## src/rtl/firewall_rule_range_table_macros.svh

```systemverilog
// ----------------------------------------------------------------------------
// firewall rule range table assertion macros
// shared property wrappers for the rule table checks
// ----------------------------------------------------------------------------
`ifndef FIREWALL_RULE_RANGE_TABLE_MACROS_SVH
`define FIREWALL_RULE_RANGE_TABLE_MACROS_SVH

// same-cycle implication
`define FRRT_ASSERT_NOW(label, clk, rst_n, ante, cons, msg) \
    label: assert property (@(posedge clk) disable iff (!rst_n) (ante) |-> (cons)) \
        else $error(msg);

// next-cycle implication
`define FRRT_ASSERT_NEXT(label, clk, rst_n, ante, cons, msg) \
    label: assert property (@(posedge clk) disable iff (!rst_n) (ante) |=> (cons)) \
        else $error(msg);

`endif

```

## src/rtl/frrt_pkg.sv

```systemverilog
// ----------------------------------------------------------------------------
// frrt_pkg
// types and constants shared by the firewall rule range table modules
// ----------------------------------------------------------------------------
package frrt_pkg;

    localparam int RULE_SLOTS_DEF = 64;

    typedef enum logic [1:0] {
        FUNC_ADD   = 2'd0,
        FUNC_DEL   = 2'd1,
        FUNC_CHECK = 2'd2,
        FUNC_RSVD  = 2'd3
    } frrt_func_t;

    typedef enum logic [2:0] {
        ST_ADDED    = 3'd0,
        ST_FULL     = 3'd1,
        ST_INVALID  = 3'd2,
        ST_DELETED  = 3'd3,
        ST_NOTFOUND = 3'd4,
        ST_ACCEPTED = 3'd5,
        ST_REJECTED = 3'd6
    } frrt_status_t;

    typedef enum logic [1:0] {
        S_CLEAR,
        S_IDLE,
        S_SCAN,
        S_RESP
    } frrt_state_t;

    // port bounds packed as high port over low port
    typedef struct packed {
        logic [31:0] alo;
        logic [31:0] ahi;
        logic [15:0] phi;
        logic [15:0] plo;
    } frrt_rule_t;

    typedef struct packed {
        logic       valid;
        frrt_rule_t rule;
    } frrt_entry_t;

    typedef struct packed {
        frrt_func_t func;
        logic       bad;
        frrt_rule_t rule;
    } frrt_req_t;

    typedef struct packed {
        logic free;
        logic exact;
        logic hit;
    } frrt_match_t;

endpackage

```

## src/rtl/frrt_match.sv

```systemverilog
// ----------------------------------------------------------------------------
// frrt_match
// shared compare unit, tests one stored entry against the request
// ----------------------------------------------------------------------------
module frrt_match (
    input  frrt_pkg::frrt_entry_t entry,
    input  frrt_pkg::frrt_rule_t  rule,
    output frrt_pkg::frrt_match_t result
);
    import frrt_pkg::*;

    logic addr_in;
    logic port_in;

    // on check the query is the low address and low port
    assign addr_in = (rule.alo >= entry.rule.alo) && (rule.alo <= entry.rule.ahi);
    assign port_in = (rule.plo >= entry.rule.plo) && (rule.plo <= entry.rule.phi);

    assign result.free  = !entry.valid;
    assign result.exact = entry.valid && (entry.rule == rule);
    assign result.hit   = entry.valid && addr_in && port_in;

endmodule

```

## config.mk

```make
export PLATFORM = sky130hd
export DESIGN_NAME = frrt_match
export DESIGN_NICKNAME = d
export VERILOG_FILES = /design/src/rtl/firewall_rule_range_table_macros.svh /design/src/rtl/frrt_pkg.sv /design/src/rtl/frrt_match.sv
export SDC_FILE = /design/constraint.sdc
export NUM_CORES = 1
export LEC_CHECK = 0
export BUFFER_PORTS_ARGS = -buffer_cell sky130_fd_sc_hd__buf_2
export CAP_MARGIN = 20
export CORE_MARGIN = 2
export CORE_UTILIZATION = 47
export DETAILED_ROUTE_END_ITERATION = 10
export PLACE_DENSITY = 0.86
export SYNTH_ARGS = -nofsm -noshare
export SYNTH_HDL_FRONTEND = slang
export SYNTH_SLANG_ARGS = --single-unit
```

## constraint.sdc

```tcl
create_clock -name vclk -period 4.3
set_clock_uncertainty 0.1 [all_clocks]
set_input_delay 0.86 -clock vclk [all_inputs]
set_output_delay 0.86 -clock vclk [all_outputs]
set_load 0.005 [all_outputs]
```

After elaboration in Yosys (flattened, before gate mapping)
Index checks and enable logic that the tools add are counted.
Storage, ports and cells
  flip-flop bits (word level): 0
  input bits: 193
  output and inout port bits: 3
  word-level logic and storage cells: 11
Cells by class
  order comparisons: 4
  equal/unequal tests: 1
  reductions and logical operators: 6
Operators by type and width (count)
  $eq 96x96->1: 1
  $ge 32x32->1: 1
  $le 32x32->1: 1
  $ge 16x16->1: 1
  $le 16x16->1: 1
  $logic_and 1x1->1: 5
  $logic_not 1->1: 1

Depth between registers and ports, before layout
  depth after elaboration: 4
  gate-level depth with buffers: 8

Worst setup path before layout
Ideal clock, no wire load.
  path kind: in2out
  start: in entry[6] in the netlist's numbering
  end: out result[0] in the netlist's numbering
  data arrival time: 2.350 ns
  setup slack: 0.990 ns
  stages on the path: 7
  buffers on the path: 0
  cells stage by stage: inv_1 > ha_1 > and3_1 > a221o_1 > a221o_1 > o32ai_2 > nor4_2
RTL lines
  start, declared: RTL line frrt_match.sv:6  | input frrt_pkg::frrt_entry_t entry,
  end, declared: RTL line frrt_match.sv:8  | output frrt_pkg::frrt_match_t result

==> impl_metrics.yaml <==
critical_path:
  cp_num_cells: 10
  cp_cell_sequence: "buf_2 > inv_1 > ha_1 > a21oi_1 > o21a_1 > o221ai_1 > a2111oi_0 > o21ai_0 > nor4_2 > buf_2"
  required_ps: 3340
  crit_family: "compound AO/OA/AOI/OAI gates"
  cpMostUsedCell: "buf_2"
  worst-path-buf-inv: 3
  critPathLaunchType: "primary input"
  worstSetupEndpointType: "output pin"
  arrival_ps: 2890
  worst-setup-path-type: "primary input to output pin"
  crit_slowest_cell: "a2111oi_0"
  slowest_delay_ps: 550
  cp_max_fo: 3
sta:
  worst_slew_pin_slew_ps: 528.1
  finalSetupViolations: 0
  fin_setup_tns_ps: 0
  period_minus_slack_ps: 3852
  min_period_over_period_pct: 89.57
  hold_viol: 0
  fmax_mhz: 259.6
  max-slew-margin-rel_pct: 63.88
  rsz0062_at_grt: "no"
  slew_violations: 0
cells_and_area:
  n_sequential_cell: 0
  fin_nets: 884
  mostFrequentLayoutCells: "buf_2 (196), ha_1 (96), inv_1 (95), a21oi_1 (36), xor2_1 (35)"
  syn_to_final_growth_pct: 36.23
  area.sequential_um2: 0
  clock_buffers: 0
  drive_gt1_share_pct: 34.40
  layout_commonest_cell: "buf_2"
pwr:
  p_leak_nw: 2.509
  finalPower_mw: 0.3689
  vdd_ir_drop_max_mv: 0.05131
  powerDensity_nw_per_um2: 90.87
clock_network:
  cts_resized: 0
  post_cts_buffers: 0
  cts_hold_buf: 0
floorplanning:
  die_x_um: 83.63
  start_util_pct: 47.75
  ios: 196
  die_y_um: 83.63
  coreArea_um2: 6241
  fp-row-count: 29
  die_area_um2: 6994
worst_hold_path:
  holdPathEnd: "result[2]"
  worstHoldPathType: "primary input to output pin"
  hold_depth: 3
  min_from: "entry[96]"
flow_run:
  drv_cap: 0
global_route:
  gr-total-overflow: 0
  grt_max_degree: 5
  grt_pass1_wl_um: 16150
  grtUsageTotal_pct: 27.73
  antenna_found_initial: 1
  grt_pass1_vias: 3801
yosys:
  ys_seq_area_share_pct: 0
  syn_nets: 686
  syn_inst: 397
  yosys_warnings: 0
  synth.avg_cell_area_um2: 7.507
  synth_cell_type_count: 36
  synth_area_leader_cell: "ha_1"
  synth_area_leaders: "ha_1 (40%), inv_1 (12%), xor2_1 (10%)"
  syn_area_um2: 2980
  netlist.area_leader.share_pct: 40.30
placement:
  port_buffers: 196
  gp_congestion: 0.9093
  hpwl_um: 9500
route:
  totalWireLength_um: 10130
  ant_nets: 0
  drtPass1Iterations: 4
  wl_per_cell_um: 15.10
  drc: 0
  via_per_inst: 5.402
  first_iter_violations: 74
  vias: 3625
run_status:
  status: "finished clean"
==> cell usage after synthesis <==
cell	count
nand3_2	1
nor2_1	10
inv_1	95
nand4_1	24
nor3_1	2
o221ai_1	1
and4_4	1
nor4_4	1
o211ai_1	3
o311ai_0	1
o32ai_2	1
a21boi_0	5
nor4_2	1
xnor2_1	12
nor4bb_1	1
and3_1	1
and4_1	1
nor4_1	11
o21ai_0	3
nand2_1	5
o2111ai_1	1
nand3_1	16
and2_1	1
o41a_1	1
a221o_1	3
o21a_1	1
xor2_1	35
nand2b_1	2
a2111oi_0	2
nor2b_1	5
o31ai_1	2
a21o_1	12
a21oi_1	36
nand4_2	3
o31a_1	1
ha_1	96
==> power by group <==
group	internal (mW)	leakage (nW)	switching (mW)
sequential	0	0	0
clock	0.0000000311	0.00000634	0
combinational	0.180	2.51	0.188
total	0.180	2.51	0.188
==> layout make-up <==
type	count	area [um2]
tap	77	96.34
multi-input combinational	302	2624
fill	544	2181
antenna	1	2.502
timing repair buffer	196	980.9
inverter	95	356.6
==> per-layer routing <==
metal	global-route usage, %	up-vias	part of all wire (%)
met5	0	-	0
met4	9.091	0	3.4
met3	2.374	24	6.5
met2	54.69	168	52
met1	30.66	1634	38
li1	-	1799	-
==> how the worst max path moves through the flow <==
stage	from	to	slack, ps
2_1_floorplan	entry[6]	result[0]	990
3_3_place_gp	entry[51]	result[0]	550
3_5_place_dp	entry[51]	result[0]	420
4_1_cts	entry[51]	result[0]	420
5_1_grt	entry[49]	result[0]	330
6_report	entry[51]	result[0]	450
==> through the flow <==
step	setup WS [ps]	cells	hold WS [ps]	cell area [um2]	util, %
floorplan	990.0	397	1647	2980	-
global placement	547.2	670	1908	4058	65.02
detailed placement	417.2	670	1901	4058	65.02
CTS	421.7	670	1903	4058	65.02
global route	331.1	671	1924	4060	65.06
finish	448.3	671	1905	4060	65.06
==> tightest hold or removal path, stage by stage <==
cell	delay, ps
buf_2	130
inv_1	60
buf_2	100
==> cell families (layout without fill, tap and decap cells) <==
kind of cell / Yosys count / count (layout) / share of synthesized area [%]
fa+ha+maj: 96 / 96 / 40.30
buf+inv: 95 / 291 / 11.96
simple gates: 86 / 86 / 17.88
compound gates: 73 / 73 / 16.04
xor+xnor: 47 / 47 / 13.81
other cells: 0 / 1 / 0
Power figures use the tool's default switching activity.
