### src/rtl/firewall_rule_range_table_macros.svh
// ----------------------------------------------------------------------------
// firewall rule range table assertion macros
// shared property wrappers for the rule table checks
// ----------------------------------------------------------------------------
`ifndef FIREWALL_RULE_RANGE_TABLE_MACROS_SVH
`define FIREWALL_RULE_RANGE_TABLE_MACROS_SVH

// same-cycle implication
`define FRRT_ASSERT_NOW(label, clk, rst_n, ante, cons, msg) \
    label: assert property (@(posedge clk) disable iff (!rst_n) (ante) |-> (cons)) \
        else $error(msg);

// next-cycle implication
`define FRRT_ASSERT_NEXT(label, clk, rst_n, ante, cons, msg) \
    label: assert property (@(posedge clk) disable iff (!rst_n) (ante) |=> (cons)) \
        else $error(msg);

`endif

### src/rtl/frrt_pkg.sv
// ----------------------------------------------------------------------------
// frrt_pkg
// types and constants shared by the firewall rule range table modules
// ----------------------------------------------------------------------------
package frrt_pkg;

    localparam int RULE_SLOTS_DEF = 64;

    typedef enum logic [1:0] {
        FUNC_ADD   = 2'd0,
        FUNC_DEL   = 2'd1,
        FUNC_CHECK = 2'd2,
        FUNC_RSVD  = 2'd3
    } frrt_func_t;

    typedef enum logic [2:0] {
        ST_ADDED    = 3'd0,
        ST_FULL     = 3'd1,
        ST_INVALID  = 3'd2,
        ST_DELETED  = 3'd3,
        ST_NOTFOUND = 3'd4,
        ST_ACCEPTED = 3'd5,
        ST_REJECTED = 3'd6
    } frrt_status_t;

    typedef enum logic [1:0] {
        S_CLEAR,
        S_IDLE,
        S_SCAN,
        S_RESP
    } frrt_state_t;

    // port bounds packed as high port over low port
    typedef struct packed {
        logic [31:0] alo;
        logic [31:0] ahi;
        logic [15:0] phi;
        logic [15:0] plo;
    } frrt_rule_t;

    typedef struct packed {
        logic       valid;
        frrt_rule_t rule;
    } frrt_entry_t;

    typedef struct packed {
        frrt_func_t func;
        logic       bad;
        frrt_rule_t rule;
    } frrt_req_t;

    typedef struct packed {
        logic free;
        logic exact;
        logic hit;
    } frrt_match_t;

endpackage

### src/rtl/frrt_seq.sv
// ----------------------------------------------------------------------------
// frrt_seq
// sequencer: clearing pass, slot walk, table update and result register
// ----------------------------------------------------------------------------
module frrt_seq #(
    parameter int SLOTS = frrt_pkg::RULE_SLOTS_DEF,
    localparam int IDX_W = (SLOTS > 1) ? $clog2(SLOTS) : 1,
    localparam int CNT_W = $clog2(SLOTS + 1)
) (
    input  logic                  clk,
    input  logic                  rst_n,
    input  logic                  in_valid,
    output logic                  in_stall,
    output logic                  out_valid,
    input  logic                  out_stall,
    output logic [2:0]            status,
    input  frrt_pkg::frrt_req_t   req,
    input  frrt_pkg::frrt_match_t match,
    output logic                  rd_en,
    output logic [IDX_W-1:0]      rd_addr,
    output logic                  wr_en,
    output logic [IDX_W-1:0]      wr_addr,
    output frrt_pkg::frrt_entry_t wr_data
);
    import frrt_pkg::*;

    frrt_state_t  state_reg, state_next;
    logic [CNT_W-1:0] cnt_reg, cnt_next;
    logic         data_vld_reg, data_vld_next;
    logic [IDX_W-1:0] data_idx_reg, data_idx_next;
    frrt_status_t result_reg, result_next;
    logic         out_valid_reg, out_valid_next;
    frrt_status_t status_reg, status_next;

    logic cnt_last;
    logic data_last;
    logic found;
    logic scan_done;
    logic slot_free;

    assign cnt_last  = (cnt_reg == CNT_W'(SLOTS - 1));
    assign data_last = (data_idx_reg == IDX_W'(SLOTS - 1));
    assign slot_free = !out_valid_reg || !out_stall;

    always_comb
    begin
        case (req.func)
            FUNC_ADD:   found = match.free;
            FUNC_DEL:   found = match.exact;
            FUNC_CHECK: found = match.hit;
            default:    found = 1'b1;
        endcase
    end

    assign scan_done = req.bad || (data_vld_reg && (found || data_last));

    // next state
    always_comb
    begin
        state_next = state_reg;
        case (state_reg)
            S_CLEAR:
            begin
                if (cnt_last)
                begin
                    state_next = S_IDLE;
                end
            end
            S_IDLE:
            begin
                if (in_valid)
                begin
                    state_next = S_SCAN;
                end
            end
            S_SCAN:
            begin
                if (scan_done)
                begin
                    state_next = S_RESP;
                end
            end
            S_RESP:
            begin
                if (slot_free)
                begin
                    state_next = S_IDLE;
                end
            end
            default:
            begin
                state_next = S_CLEAR;
            end
        endcase
    end

    // outputs and datapath control
    always_comb
    begin
        in_stall       = 1'b1;
        rd_en          = 1'b0;
        rd_addr        = cnt_reg[IDX_W-1:0];
        wr_en          = 1'b0;
        wr_addr        = data_idx_reg;
        wr_data.valid  = 1'b1;
        wr_data.rule   = req.rule;
        cnt_next       = cnt_reg;
        data_vld_next  = 1'b0;
        data_idx_next  = data_idx_reg;
        result_next    = result_reg;
        out_valid_next = out_valid_reg && out_stall;
        status_next    = status_reg;
        case (state_reg)
            S_CLEAR:
            begin
                wr_en    = 1'b1;
                wr_addr  = cnt_reg[IDX_W-1:0];
                wr_data  = '0;
                cnt_next = cnt_last ? '0 : cnt_reg + 1'b1;
            end
            S_IDLE:
            begin
                in_stall = 1'b0;
                cnt_next = '0;
            end
            S_SCAN:
            begin
                // read slot n while slot n-1 is compared
                rd_en = (cnt_reg < CNT_W'(SLOTS));
                if (rd_en)
                begin
                    cnt_next      = cnt_reg + 1'b1;
                    data_vld_next = 1'b1;
                    data_idx_next = cnt_reg[IDX_W-1:0];
                end
                if (req.bad)
                begin
                    result_next = ST_INVALID;
                end
                else if (data_vld_reg && found)
                begin
                    case (req.func)
                        FUNC_ADD:
                        begin
                            wr_en       = 1'b1;
                            result_next = ST_ADDED;
                        end
                        FUNC_DEL:
                        begin
                            wr_en         = 1'b1;
                            wr_data.valid = 1'b0;
                            result_next   = ST_DELETED;
                        end
                        FUNC_CHECK:
                        begin
                            result_next = ST_ACCEPTED;
                        end
                        default:
                        begin
                            result_next = ST_INVALID;
                        end
                    endcase
                end
                else if (data_vld_reg && data_last)
                begin
                    case (req.func)
                        FUNC_ADD:   result_next = ST_FULL;
                        FUNC_DEL:   result_next = ST_NOTFOUND;
                        FUNC_CHECK: result_next = ST_REJECTED;
                        default:    result_next = ST_INVALID;
                    endcase
                end
                if (scan_done)
                begin
                    data_vld_next = 1'b0;
                end
            end
            S_RESP:
            begin
                if (slot_free)
                begin
                    out_valid_next = 1'b1;
                    status_next    = result_reg;
                end
            end
            default:
            begin
                cnt_next = '0;
            end
        endcase
    end

    always_ff @(posedge clk or negedge rst_n)
    begin
        if (!rst_n)
        begin
            state_reg     <= S_CLEAR;
            cnt_reg       <= '0;
            data_vld_reg  <= 1'b0;
            out_valid_reg <= 1'b0;
        end
        else
        begin
            state_reg     <= state_next;
            cnt_reg       <= cnt_next;
            data_vld_reg  <= data_vld_next;
            out_valid_reg <= out_valid_next;
        end
    end

    always_ff @(posedge clk)
    begin
        data_idx_reg <= data_idx_next;
        result_reg   <= result_next;
        status_reg   <= status_next;
    end

    assign out_valid = out_valid_reg;
    assign status    = status_reg;

endmodule

### config.mk
export PLATFORM = sky130hd
export DESIGN_NAME = frrt_seq
export DESIGN_NICKNAME = d
export VERILOG_FILES = /design/src/rtl/firewall_rule_range_table_macros.svh /design/src/rtl/frrt_pkg.sv /design/src/rtl/frrt_seq.sv
export SDC_FILE = /design/constraint.sdc
export NUM_CORES = 1
export LEC_CHECK = 0
export BUFFER_PORTS_ARGS = -buffer_cell sky130_fd_sc_hd__buf_2
export CELL_PAD_IN_SITES_DETAIL_PLACEMENT = 1
export CELL_PAD_IN_SITES_GLOBAL_PLACEMENT = 1
export CORE_MARGIN = 1.5
export CORE_UTILIZATION = 20
export DETAILED_ROUTE_END_ITERATION = 16
export GPL_ROUTABILITY_DRIVEN = 0
export PLACE_DENSITY_LB_ADDON = 0.1
export SLEW_MARGIN = 15
export SYNTH_ARGS = -nofsm -noshare
export SYNTH_HDL_FRONTEND = slang
export SYNTH_SLANG_ARGS = --single-unit
### constraint.sdc
create_clock -name clk -period 1.7 [get_ports clk]
set_input_delay 0.425 -clock clk [delete_from_list [all_inputs] [get_ports clk]]
set_output_delay 0.425 -clock clk [all_outputs]
set_load 0.01 [all_outputs]
Word level (Yosys, flattened, before mapping)
Cells that the tools add are included.

Add/sub/neg operators: 1. Equality and inequality tests: 12. Mux-type cells: 30. Multiply operators: 0. Shift-type cells: 0. Bitwise operators: 0. $lt $le $gt $ge: 1. Div/mod/pow operators: 0. Reductions and logical operators: 19.

Operators by type and width (count): $mux 96 (1); $pmux 7 s3 (1); $pmux 3 s3 (2); $mux 7 (2); $mux 1 (13); $ne 2x2->1 const B (5); $mux 2 (4); $pmux 2 s4 (1); $reduce_and 2->1 (4); $add 7x1->7 const B (1); $eq 7x6->1 const B (1); $lt 7x7->1 const B (1); $eq 2x2->1 const B (3); $eq 6x6->1 const B (1); $mux 3 (2); $mux 6 (1); $reduce_bool 3->1 (2); $eq 2x1->1 const B (2); $logic_and 1x1->1 (4); $logic_not 2->1 (2); $pmux 1 s2 (2); $reduce_and 4->1 (1); $logic_or 1x1->1 (3); $pmux 1 s3 (1); other kinds (2) (3).

Word-level logic and storage cells: 70. ROM bits: 0. Memories: 0. Memory bits (writable): 0. Register bits after elaboration: 23. Latch bits: 0.

Logic depth before layout (Yosys ltp)
Word-level depth: 7. Gate-level depth with buffers: 7. Gate-level depth less buffers: 6.

Least setup slack after synthesis
Ideal clock, no wire load.

Kind: register to output. Start: reg state_reg[0]. End: out wr_addr[2]. Setup slack: -159 ps. Data required time: 1275 ps. Buffers on the path: 1. Cell stages (with the launch flop): 5. Arrival time: 1434 ps. Cell sequence: dfrtp_1 > inv_1 > ha_1 > clkbuf_1 > mux2_2.

Cells in the longest elaborated chain, start to end: 2.

RTL lines: from (decl) (RTL line frrt_seq.sv:27) `frrt_state_t state_reg, state_next;`; from (signal assigned) (RTL line frrt_seq.sv:204) `state_reg <= state_next;`; $logic_not 2->1 (RTL line frrt_seq.sv:113) `case (state_reg)`; $mux 6 (RTL line frrt_seq.sv:113); to (decl) (RTL line frrt_seq.sv:22) `output logic [IDX_W-1:0] wr_addr,`.

Every way passes these cells.

Worst setup path in the final report
Start: reg state_reg[1]. End: out wr_addr[1].

The elaborated chain is that of the path after synthesis.

==> flow_metrics.py <==
metrics = {
    "cts": {
        "cts_buffers": 3,
        "worstSkewPairLatency_ns": 0.28,
        "htree_levels": 1,
        "cts.sinks": 23,
        "hold_buffers": 0,
        "clockRootBuffer": "clkbuf_8",
        "tritoncts": "built",
        "clk_pin_slew_ns": 0.09,
        "clockBufferDepth": 2,
    },
    "layout": {
        "fin_nets": 583,
        "antenna_cells": 0,
        "largest_reg_flops": 7,
        "drive_gt1_share_pct": 67.3,
        "syn_to_final_growth_pct": 96.3,
        "final_core_util_pct": 40.5,
    },
    "power": {
        "p_per_area_mw_per_mm2": 1340,
        "leakage_nw": 2.10,
        "ir_worst_vdd_v": 0.000484,
    },
    "worst_setup_path": {
        "crit_path_end_kind": "output port",
        "cp_max_fo": 4,
        "crit_arrival_ns": 1.57,
        "r2r_start": "state_reg[1]$_DFFE_PN0P_",
        "required_ns": 1.27,
        "critPathLaunchType": "flip-flop",
        "crit_path_start": "state_reg[1]$_DFFE_PN0P_",
        "crit_type": "reg -> out",
    },
    "floorplanning": {
        "initial_utilization_pct": 20.6,
        "core_mm2": 0.00977,
        "die_w_um": 103,
        "fp.dieArea_mm2": 0.0107,
        "num_io_pins": 222,
        "fp.dieH_um": 103,
        "row_count": 36,
    },
    "placed_design": {
        "io_buffers": 221,
        "pre_cts_ws_ns": -0.237,
        "hpwl_um": 7550,
    },
    "drt": {
        "drt-vias-per-instance": 4.20,
        "first_pass_iters": 4,
        "drtAntennaViolNets": 0,
        "wl_per_cell_um": 15.1,
        "route.detailed.drc": 0,
        "wl_um": 9060,
        "drtIter0Drc": 49,
        "vias": 2511,
    },
    "sta": {
        "layout_min_cycle_time_ns": 1.99,
        "worst_slack_ns": -0.293,
        "period_share_pct": 117,
        "hold_viol_final": 0,
        "skew_ns": 0.00596,
        "rsz0062_at_grt": "true",
        "finalSetupViolations": 108,
        "drv_slew": 0,
        "slew_headroom_pct": 71.9,
        "setup-tns-final_ns": -25.13,
        "fmax_mhz": 502,
        "worstMarginPinSlew_ns": 0.421,
        "hold_slack_ns": 0.00708,
    },
    "logic_synthesis": {
        "syn_avg_cell_area_um2": 9.04,
        "async_reset_ff_share_pct": 47.8,
        "netlist_area_mm2": 0.00202,
        "syn_inst": 223,
        "synth_cell_types": 39,
        "synth_commonest_cells": "nor2b_1 (102), edfxtp_1 (12), dfrtp_1 (11), ha_1 (11), clkbuf_1 (10)",
        "synth-edff-count": 12,
        "yosysTopAreaCellShare_pct": 31.7,
        "synth_nets": 340,
        "netlist_top_cells_area": "nor2b_1 (32%), edfxtp_1 (18%), dfrtp_1 (14%)",
        "ys.flop_type": "edfxtp_1",
        "post-synth-top-area-cell": "nor2b_1",
        "yosysWarnings": 0,
        "yosysSeqAreaShare_pct": 31.5,
        "ys_ff_latch": 23,
        "yosys.cell_count.top_type": "nor2b_1",
    },
    "flow_run": {
        "maxCapViolations": 0,
    },
    "grt": {
        "grt.overflow.total": 0,
        "antenna_found_initial": 1,
        "grt_max_degree": 40,
        "grt_util_all_layers_pct": 14.2,
        "grt_pass1_vias": 2247,
        "grt_first_pass_wirelength_um": 11600,
    },
    "worst_hold_path": {
        "hp-class": "in -> async",
    },
    "outcome": {
        "violations": "negative setup slack",
        "status": "finished, violations left",
    },
}
==> worst paths after layout <==
path,to,slack [ns],cells past startpoint
max in group asynchronous,data_vld_reg$_DFF_PN0_,1.47,1
max,wr_addr[1],-0.29,5
min reg2reg,status[1]$_DFFE_PP_,0.45,0
max reg2reg,state_reg[1]$_DFFE_PN0P_,-0.07,10
min,cnt_reg[3]$_DFFE_PN0P_,0.007,1
min in group clk,out_valid$_DFF_PN0_,0.37,2
==> where the power goes <==
part	internal (W)	switching, W	total (W)	leakage (nW)
logic	0.00207	0.00196	0.00404	1.82
clock network	0.000168	0.000206	0.000374	0.0260
registers	0.000772	0.000109	0.000882	0.255
total	0.00301	0.00228	0.00529	2.10
==> kinds of logic (layout without fill, tap and decap cells) <==
group	count (synthesis)	after routing	synth area share, %
adder cells (fa/ha/maj)	11	11	6.83
AND/OR/NAND/NOR	126	126	38.0
AO/OA/AOI/OAI	25	25	10.6
flip-flops	23	23	31.5
XOR/XNOR	2	2	0.869
multiplexers	11	11	6.33
buffers and inverters	25	267	5.90
==> cell usage in the layout, fill, tap and decap left out, drive strengths merged, types with 3 or more instances in the layout <==
cell type / Yosys / final
o211ai: 3 / 3
mux2: 8 / 8
a21oi: 5 / 5
buf: 8 / 255
nor2b: 102 / 102
nand3: 3 / 3
ha: 11 / 11
dfrtp: 11 / 11
inv: 7 / 8
edfxtp: 12 / 12
mux2i: 3 / 3
nor2: 5 / 5
o21ai: 4 / 4
nand2: 8 / 8
clkbuf: 10 / 4
==> metal layers <==
metal / vias up / track usage (%) / wire, µm
met5: - / 0 / 16
met4: 2 / 2.49 / 46
met3: 7 / 2.89 / 631
met2: 94 / 27.7 / 5030
met1: 1198 / 16.0 / 3330
li1: 1210 / - / -
==> critical path: stages, from the launching register on <==
cell,delay [ns]
dfrtp_1,0.43
inv_2,0.10
ha_4,0.17
buf_12,0.12
mux2_2,0.34
buf_6,0.13
==> final cells by class <==
class                      instances  area [µm²]
timing repair buffer             256        1590
inverter                           7        28.8
fill                            1204        5820
sequential                        23         636
multi-input combinational        175        1490
tap                              133         166
clock inverter                     1        6.26
clock buffer                       3        41.3
==> metrics by stage <==
stage / instance area, µm² / power (W) / instances
after global placement: 3400 / 0.00408 / 582
after floorplan: 2040 / 0.00266 / 223
after global routing: 3960 / 0.00569 / 598
after detailed placement: 3400 / 0.00413 / 582
final: 3960 / 0.00529 / 598
after CTS: 3650 / 0.00491 / 592
==> timing repair <==
action / CTS / global route
setup buffers: 6 / 5
cloned: 0 / 1
resized for setup: 38 / 47
pin swaps: 2 / 2
endpoints found under the setup margin: 108 / 114
No activity file was read; power rests on OpenSTA's default activity.
